[src/sv/fmd_pkg.sv]
package fmd_pkg;

  localparam int SAMPLE_WIDTH_DEF = 16;
  localparam int GAIN_W           = 16;
  localparam int OUT_W            = 16;

  localparam logic [GAIN_W-1:0] GAIN_RESET = 16'd4096;
  localparam logic [OUT_W-1:0]  OUT_MAX    = 16'h7fff;
  localparam logic [OUT_W-1:0]  OUT_MIN    = 16'h8000;

  // accumulator update codes of the shared multiply unit
  typedef enum logic [1:0] {
    MAC_LOAD = 2'd0,
    MAC_SUB  = 2'd1,
    MAC_HI   = 2'd2,
    MAC_LO   = 2'd3
  } mac_op_t;

  typedef struct packed {
    logic    mul_en;
    logic    acc_en;
    mac_op_t op;
  } mac_ctrl_t;

endpackage

[src/sv/fmd_diff.sv]
module fmd_diff #(
  parameter int SW = fmd_pkg::SAMPLE_WIDTH_DEF,
  parameter int DW = SW + 7
) (
  input  logic                 clk,
  input  logic                 rst_n,
  input  logic                 load,
  input  logic signed [SW-1:0] in_re,
  input  logic signed [SW-1:0] in_im,
  output logic signed [DW-1:0] d_re,
  output logic signed [DW-1:0] d_im,
  output logic signed [SW-1:0] prev_re,
  output logic signed [SW-1:0] prev_im
);
  import fmd_pkg::*;

  // hist[0] is the newest sample once a request has been taken
  logic signed [SW-1:0] hist_re_r [4];
  logic signed [SW-1:0] hist_im_r [4];
  logic signed [DW-1:0] d_re_r, d_im_r;
  logic signed [DW-1:0] d_re_nxt, d_im_nxt;

  function automatic logic signed [DW-1:0] diff5(
    input logic signed [SW-1:0] x0,
    input logic signed [SW-1:0] x1,
    input logic signed [SW-1:0] x3,
    input logic signed [SW-1:0] x4
  );
    logic signed [SW:0]   a, b;
    logic signed [DW-1:0] ae, be;
    a  = {x1[SW-1], x1} - {x3[SW-1], x3};
    b  = {x0[SW-1], x0} - {x4[SW-1], x4};
    ae = {{(DW-SW-1){a[SW]}}, a};
    be = {{(DW-SW-1){b[SW]}}, b};
    // 31*a - 6*b
    return ((ae <<< 5) - ae) - ((be <<< 2) + (be <<< 1));
  endfunction

  always_comb begin
    d_re_nxt = diff5(in_re, hist_re_r[0], hist_re_r[2], hist_re_r[3]);
    d_im_nxt = diff5(in_im, hist_im_r[0], hist_im_r[2], hist_im_r[3]);
  end

  always_ff @(posedge clk) begin
    if (!rst_n) begin
      for (int k = 0; k < 4; k++) begin
        hist_re_r[k] <= '0;
        hist_im_r[k] <= '0;
      end
    end else if (load) begin
      hist_re_r[0] <= in_re;
      hist_im_r[0] <= in_im;
      for (int k = 1; k < 4; k++) begin
        hist_re_r[k] <= hist_re_r[k-1];
        hist_im_r[k] <= hist_im_r[k-1];
      end
    end
  end

  always_ff @(posedge clk) begin
    if (load) begin
      d_re_r <= d_re_nxt;
      d_im_r <= d_im_nxt;
    end
  end

  assign d_re    = d_re_r;
  assign d_im    = d_im_r;
  assign prev_re = hist_re_r[1];
  assign prev_im = hist_im_r[1];

endmodule

[src/sv/fmd_mac.sv]
module fmd_mac #(
  parameter int A_W   = 23,
  parameter int B_W   = 17,
  parameter int ACC_W = 57,
  parameter int SPLIT = 17
) (
  input  logic                  clk,
  input  fmd_pkg::mac_ctrl_t    ctrl,
  input  logic signed [A_W-1:0] a,
  input  logic signed [B_W-1:0] b,
  output logic [ACC_W-1:0]      acc
);
  import fmd_pkg::*;

  localparam int P_W  = A_W + B_W;
  localparam int HI_W = ACC_W - SPLIT;

  logic signed [P_W-1:0] p_r;
  logic [ACC_W-1:0]      acc_r, acc_nxt;
  logic [ACC_W-1:0]      p_ext;

  assign p_ext = {{(ACC_W-P_W){p_r[P_W-1]}}, p_r};

  always_comb begin
    unique case (ctrl.op)
      MAC_LOAD: acc_nxt = p_ext;
      MAC_SUB:  acc_nxt = acc_r - p_ext;
      // upper partial product lands above the kept low slice
      MAC_HI:   acc_nxt = {p_r[HI_W-1:0], acc_r[SPLIT-1:0]};
      MAC_LO:   acc_nxt = {acc_r[ACC_W-1:SPLIT], {SPLIT{1'b0}}} + p_ext;
      default:  acc_nxt = acc_r;
    endcase
  end

  always_ff @(posedge clk) begin
    if (ctrl.mul_en) begin
      p_r <= a * b;
    end
    if (ctrl.acc_en) begin
      acc_r <= acc_nxt;
    end
  end

  assign acc = acc_r;

endmodule

[src/sv/fm_demod_fir_differentiator.sv]
// FM discriminator: a 5-tap antisymmetric differentiator (taps -6, 31, 0, -31, 6 on
// x[n]..x[n-4]) feeds the cross product Re(x[n-1])*Im(d) - Im(x[n-1])*Re(d), which is
// scaled by the unsigned Q4.12 gain, shifted right by 2*(SAMPLE_WIDTH-1)+5 (floor) and
// clamped to signed 16 bits. in_tdata carries in_phase in the low half and quadrature
// above it. in_tready stays low from acceptance until the clamp step is done, while one
// signed multiplier with a product register is used four times in turn (two cross-product
// terms, then the gain as an upper and a lower partial product), with a step to subtract
// the cross-product terms, one to add in the lower partial product and one for shift and
// clamp. The result sits in an output register, so a new sample is taken while it waits;
// only the clamp step stalls when that register is still full. The output is delayed by
// one sample, and there is no amplitude normalisation. gain resets to 1.0 and should only
// be written while no request is in flight.
module fm_demod_fir_differentiator #(
  parameter int SAMPLE_WIDTH = fmd_pkg::SAMPLE_WIDTH_DEF
) (
  input  logic                                 clk,
  input  logic                                 rst_n,
  input  logic                                 in_tvalid,
  output logic                                 in_tready,
  // in_phase, quadrature
  input  logic [((2*SAMPLE_WIDTH+7)/8)*8-1:0]  in_tdata,
  output logic                                 out_tvalid,
  input  logic                                 out_tready,
  // demod
  output logic [fmd_pkg::OUT_W-1:0]            out_tdata,
  input  logic                                 cfg_we,
  input  logic [fmd_pkg::GAIN_W-1:0]           cfg_wdata
);
  import fmd_pkg::*;

  localparam int SW    = SAMPLE_WIDTH;
  localparam int DW    = SW + 7;
  localparam int BW    = (SW > GAIN_W + 1) ? SW : GAIN_W + 1;
  localparam int CW    = 2 * SW + 8;
  localparam int SPLIT = SW + 1;
  localparam int ACC_W = CW + GAIN_W + 1;
  localparam int SH    = 2 * (SW - 1) + 5;

  typedef enum logic [7:0] {
    ST_IDLE   = 8'b0000_0001,
    ST_MUL_RE = 8'b0000_0010,
    ST_MUL_IM = 8'b0000_0100,
    ST_CROSS  = 8'b0000_1000,
    ST_MUL_HI = 8'b0001_0000,
    ST_MUL_LO = 8'b0010_0000,
    ST_ACC_LO = 8'b0100_0000,
    ST_SAT    = 8'b1000_0000
  } state_t;

  state_t               state_r, state_nxt;
  logic [GAIN_W-1:0]    gain_r;
  logic                 out_tvalid_r;
  logic [OUT_W-1:0]     out_tdata_r, out_tdata_nxt;
  logic                 accept, out_load;
  logic signed [DW-1:0] d_re, d_im;
  logic signed [SW-1:0] prev_re, prev_im;
  logic signed [DW-1:0] mul_a;
  logic signed [BW-1:0] mul_b;
  logic [ACC_W-1:0]     acc;
  mac_ctrl_t            mac_ctrl;
  logic [ACC_W-SH-1:0]  res;

  assign in_tready = (state_r == ST_IDLE);
  assign accept    = in_tvalid && in_tready;
  assign out_load  = (state_r == ST_SAT) && (!out_tvalid_r || out_tready);

  fmd_diff #(.SW(SW), .DW(DW)) u_diff (
    .clk     (clk),
    .rst_n   (rst_n),
    .load    (accept),
    .in_re   (in_tdata[SW-1:0]),
    .in_im   (in_tdata[2*SW-1:SW]),
    .d_re    (d_re),
    .d_im    (d_im),
    .prev_re (prev_re),
    .prev_im (prev_im)
  );

  always_comb begin
    mac_ctrl = '{mul_en: 1'b0, acc_en: 1'b0, op: MAC_LOAD};
    mul_a    = '0;
    mul_b    = '0;
    unique case (state_r)
      ST_MUL_RE: begin
        mac_ctrl.mul_en = 1'b1;
        mul_a           = d_im;
        mul_b           = BW'(prev_re);
      end
      ST_MUL_IM: begin
        mac_ctrl = '{mul_en: 1'b1, acc_en: 1'b1, op: MAC_LOAD};
        mul_a    = d_re;
        mul_b    = BW'(prev_im);
      end
      ST_CROSS: begin
        mac_ctrl = '{mul_en: 1'b0, acc_en: 1'b1, op: MAC_SUB};
      end
      ST_MUL_HI: begin
        mac_ctrl.mul_en = 1'b1;
        mul_a           = acc[CW-1:SPLIT];
        mul_b           = BW'({1'b0, gain_r});
      end
      ST_MUL_LO: begin
        mac_ctrl = '{mul_en: 1'b1, acc_en: 1'b1, op: MAC_HI};
        mul_a    = {{(DW-SPLIT){1'b0}}, acc[SPLIT-1:0]};
        mul_b    = BW'({1'b0, gain_r});
      end
      ST_ACC_LO: begin
        mac_ctrl = '{mul_en: 1'b0, acc_en: 1'b1, op: MAC_LO};
      end
      default: begin
      end
    endcase
  end

  fmd_mac #(.A_W(DW), .B_W(BW), .ACC_W(ACC_W), .SPLIT(SPLIT)) u_mac (
    .clk  (clk),
    .ctrl (mac_ctrl),
    .a    (mul_a),
    .b    (mul_b),
    .acc  (acc)
  );

  // floor shift, then clamp
  assign res = acc[ACC_W-1:SH];

  always_comb begin
    if (&res[ACC_W-SH-1:OUT_W-1] || !(|res[ACC_W-SH-1:OUT_W-1])) begin
      out_tdata_nxt = res[OUT_W-1:0];
    end else if (res[ACC_W-SH-1]) begin
      out_tdata_nxt = OUT_MIN;
    end else begin
      out_tdata_nxt = OUT_MAX;
    end
  end

  always_comb begin
    state_nxt = state_r;
    unique case (state_r)
      ST_IDLE:   if (accept) state_nxt = ST_MUL_RE;
      ST_MUL_RE: state_nxt = ST_MUL_IM;
      ST_MUL_IM: state_nxt = ST_CROSS;
      ST_CROSS:  state_nxt = ST_MUL_HI;
      ST_MUL_HI: state_nxt = ST_MUL_LO;
      ST_MUL_LO: state_nxt = ST_ACC_LO;
      ST_ACC_LO: state_nxt = ST_SAT;
      ST_SAT:    if (out_load) state_nxt = ST_IDLE;
      default:   state_nxt = ST_IDLE;
    endcase
  end

  always_ff @(posedge clk) begin
    if (!rst_n) begin
      state_r      <= ST_IDLE;
      gain_r       <= GAIN_RESET;
      out_tvalid_r <= 1'b0;
    end else begin
      state_r <= state_nxt;
      if (cfg_we) begin
        gain_r <= cfg_wdata;
      end
      if (out_load) begin
        out_tvalid_r <= 1'b1;
      end else if (out_tready) begin
        out_tvalid_r <= 1'b0;
      end
    end
  end

  always_ff @(posedge clk) begin
    if (out_load) begin
      out_tdata_r <= out_tdata_nxt;
    end
  end

  assign out_tvalid = out_tvalid_r;
  assign out_tdata  = out_tdata_r;

`ifndef ASSERT_OFF
  a_accept_starts: assert property (@(posedge clk) disable iff (!rst_n)
    accept |=> state_r == ST_MUL_RE)
    else $error("accepted request did not start the multiply sequence");

  a_result_lands: assert property (@(posedge clk) disable iff (!rst_n)
    out_load |=> out_tvalid_r && state_r == ST_IDLE)
    else $error("result not presented after clamp step");

  a_state_onehot: assert property (@(posedge clk) disable iff (!rst_n)
    $onehot(state_r))
    else $error("sequencer state not one-hot");

  a_no_overwrite: assert property (@(posedge clk) disable iff (!rst_n)
    out_tvalid_r && !out_tready && state_r == ST_SAT |=> $stable(out_tdata_r))
    else $error("pending result overwritten");
`endif

endmodule
[config.mk]
export PLATFORM = sky130hd
export DESIGN_NAME = fm_demod_fir_differentiator
export DESIGN_NICKNAME = d
export VERILOG_FILES = /design/src/sv/fmd_pkg.sv /design/src/sv/fmd_diff.sv /design/src/sv/fmd_mac.sv /design/src/sv/fm_demod_fir_differentiator.sv
export SDC_FILE = /design/constraint.sdc
export NUM_CORES = 2
export LEC_CHECK = 0
export ABC_AREA = 1
export BUFFER_PORTS_ARGS = -buffer_cell sky130_fd_sc_hd__buf_2
export CORE_ASPECT_RATIO = 1.4
export CORE_MARGIN = 5
export CORE_UTILIZATION = 32
export DETAILED_ROUTE_END_ITERATION = 10
export PLACE_DENSITY_LB_ADDON = 0.25
export SYNTH_ARGS = -nofsm -noshare
export SYNTH_HDL_FRONTEND = slang
export SYNTH_SLANG_ARGS = --single-unit
export TNS_END_PERCENT = 1
[constraint.sdc]
create_clock -name clk -period 7.53 [get_ports clk]
set_input_delay 1.1295 -clock clk [delete_from_list [all_inputs] [get_ports clk]]
set_output_delay 1.1295 -clock clk [all_outputs]
set_load 0.01 [all_outputs]
==> reports/metrics.cfg <==
[run_status]
status = complete, no violations

[floorplan]
die_h_microns = 443
start_util = 0.322
die_w_microns = 319
pin_count = 71
fp.dieArea_sq_um = 141000
num_rows = 158
core_area_sq_um = 133000

[timing]
tightest_slew_ns = 1.01
slew_violations = 0
finalCritPeriodShare = 0.959
clock_skew_ns = 0.0475
setup_violations = 0
fin_crit_ns = 7.22
timing.fmax_mhz = 138
holdWs_ns = 0.531
finalHoldViolCount = 0
slew_headroom = 0.330

[critical_path]
critical_path.top_delay_family = adder cells
startpoint_type = flip-flop
crit_required_ns = 7.88
r2r_cells = 25
critPathKind = flip-flop to flip-flop
cp_num_buf_inv = 7
worstPathArrival_ns = 7.57
slowest_delay_ns = 0.57
critPathMaxFanout = 19
crit_slowest_cell = fa_1
end_kind = flip-flop
path_depth = 25

[final_layout]
final_common_cell = nand2_1
nets = 6653
finalInstanceArea_sq_um = 46800
area_growth_pct = 9.44
layout-drive-gt1-share = 0.0573
layout_common_cells = nand2_1, inv_1, nor2_1, fa_1, ha_1
utilization = 0.353

[worst_hold_path]
holdPathStages = 2
hold_path.class = flip-flop to flip-flop

[synthesis]
postSynthAreaPerCell_sq_um = 7.45
syn_area_sq_um = 42800
synthTopCellsByArea = edfxtp_1, fa_1, nand2_1, inv_1, ha_1
syn_nets = 6563
synth_top_area_share = 0.201
synth_top_cell_by_area = edfxtp_1
synth-main-ff-cell = edfxtp_1
synthArstFlopShare = 0
syn_inst = 5740
synth-edff-count = 287
yosysSeqAreaShare = 0.213
synth.ff_latch_count = 312
yosys_warnings = 0
ys_types = 63

[clocking]
clk_latency_ns = 0.63
cts_tree = yes
cts_buffers = 41
hold_buffers = 0
ctsLongestPathBuffers = 3
root_buffer = clkbuf_16
cts_sinks = 312
htreeDepth = 2
path_clk_slew_ns = 0.06

[global_routing]
antenna_found_initial = 1
grt_max_degree = 93
grt_pass1_vias = 37900
grt_pass1_wl_microns = 231000
grt_overflow_total = 0
track_usage = 0.213

[route]
drtPass1Iterations = 6
drc = 0
drt-total-wl_microns = 154000
ant_nets = 0
vias_per_cell = 4.88
vias = 37200
drt_iter0_drc = 2468
wl_per_cell_microns = 20.3

[placed_design]
hpwl_microns = 131000
placed_area_sq_um = 45300
port_buffers = 70
place_congestion = 1.03

[power]
peakVddDrop_mv = 0.323
powerDensity_nw_per_um2 = 248
leakagePower_nw = 23.6

[run]
drv_cap = 0

## registers in the layout (all words and copies together) (netlist names)
| name | flops |
|---|---|
| u_diff.hist_im_r | 64 |
| u_diff.d_re | 23 |
| gain_r | 16 |
| u_diff.hist_re_r | 64 |
| u_diff.d_im | 23 |
| out_tdata | 16 |
| u_mac.p_r | 40 |
| out_tvalid | 1 |
| u_mac.acc | 57 |
| state_r | 8 |
## power breakdown
part / internal [W] / switching [W] / leakage [nW] / total, W
logic: 0.00254 / 0.00445 / 19.8 / 0.00699
clock network: 0.00110 / 0.000905 / 0.645 / 0.00200
registers: 0.00251 / 0.000110 / 3.11 / 0.00262
## layer usage
layer	share of wire	global-route usage	vias to the layer above
met3	0.043	0.0237	363
met5	0.000078	0	-
met2	0.50	0.387	1130
met1	0.38	0.240	17700
met4	0.076	0.128	2
li1	-	-	18000
## metrics by stage
step / setup slack, ns / power [W] / setup TNS, ns / std cells
2_1_floorplan: 0.843 / 0.00777 / 0 / 5740
3_3_place_gp: 0.243 / 0.00960 / 0 / 7543
3_5_place_dp: 0.176 / 0.00962 / 0 / 7543
4_1_cts: 0.160 / 0.0117 / 0 / 7619
5_1_grt: -0.000967 / 0.0126 / -0.000967 / 7623
6_report: 0.305 / 0.0116 / 0 / 7624
## synthesized netlist by cell type, types with 10 or more instances
library cell and instances:
nor3_1 53, ha_1 341, edfxtp_1 287, inv_2 39, a22o_1 34, nand4_1 72, dfxtp_1 25, buf_2 65
inv_1 1266, o2111ai_1 13, xnor2_1 57, o22ai_1 17, o21ai_0 200, buf_6 10, nor2_1 639, a21o_1 20
xor2_1 103, nand3_1 227, clkbuf_1 17, nor2_4 12, nand2_1 1324, a21oi_2 10, a31oi_1 12, a21oi_1 305
buf_4 11, o21bai_1 29, fa_1 429
## path summary, 6_finish.rpt
path                                start                      end  slack (ns)
setup / recovery  state_r[6]$_SDFFE_PN0P_  u_mac.p_r[23]$_DFFE_PP_        0.31
setup reg to reg  state_r[6]$_SDFFE_PN0P_  u_mac.p_r[23]$_DFFE_PP_        0.31
hold reg to reg    gain_r[7]$_SDFFE_PN0P_   gain_r[7]$_SDFFE_PN0P_        0.53
hold / removal     gain_r[7]$_SDFFE_PN0P_   gain_r[7]$_SDFFE_PN0P_        0.53
## repair_timing
item	4_1_cts	5_1_grt
setup endpoints to repair	0	13
hold endpoints to repair	0	0
gates resized for setup	0	16
setup buffers	0	4
## area by class of cell
class,instances,area (sq um)
Inverter,1306,4920
Fill cell,14100,85800
Tap cell,1760,2200
Clock inverter,25,264
Antenna cell,1,2.50
Multi-Input combinational cell,4013,28200
Sequential cell,312,9120
Timing Repair Buffer,156,1010
Clock buffer,51,1090
## worst reg2reg max path, delay by kind of cell (launching register included)
family	cells	cell delay (ns)
simple gates	8	1.64
xor+xnor	1	0.19
flops	1	0.33
fa+ha+maj	7	3.53
buf+inv	7	0.84
compound gates	2	0.42
## kinds of logic after synthesis
group	count (synthesis)	synth area share
fa+ha+maj	770	0.301
simple gates	2377	0.227
compound gates	706	0.0971
flops	312	0.213
xor+xnor	160	0.0328
buf+inv	1415	0.129
Note: power is estimated with default switching activity, not from simulation.
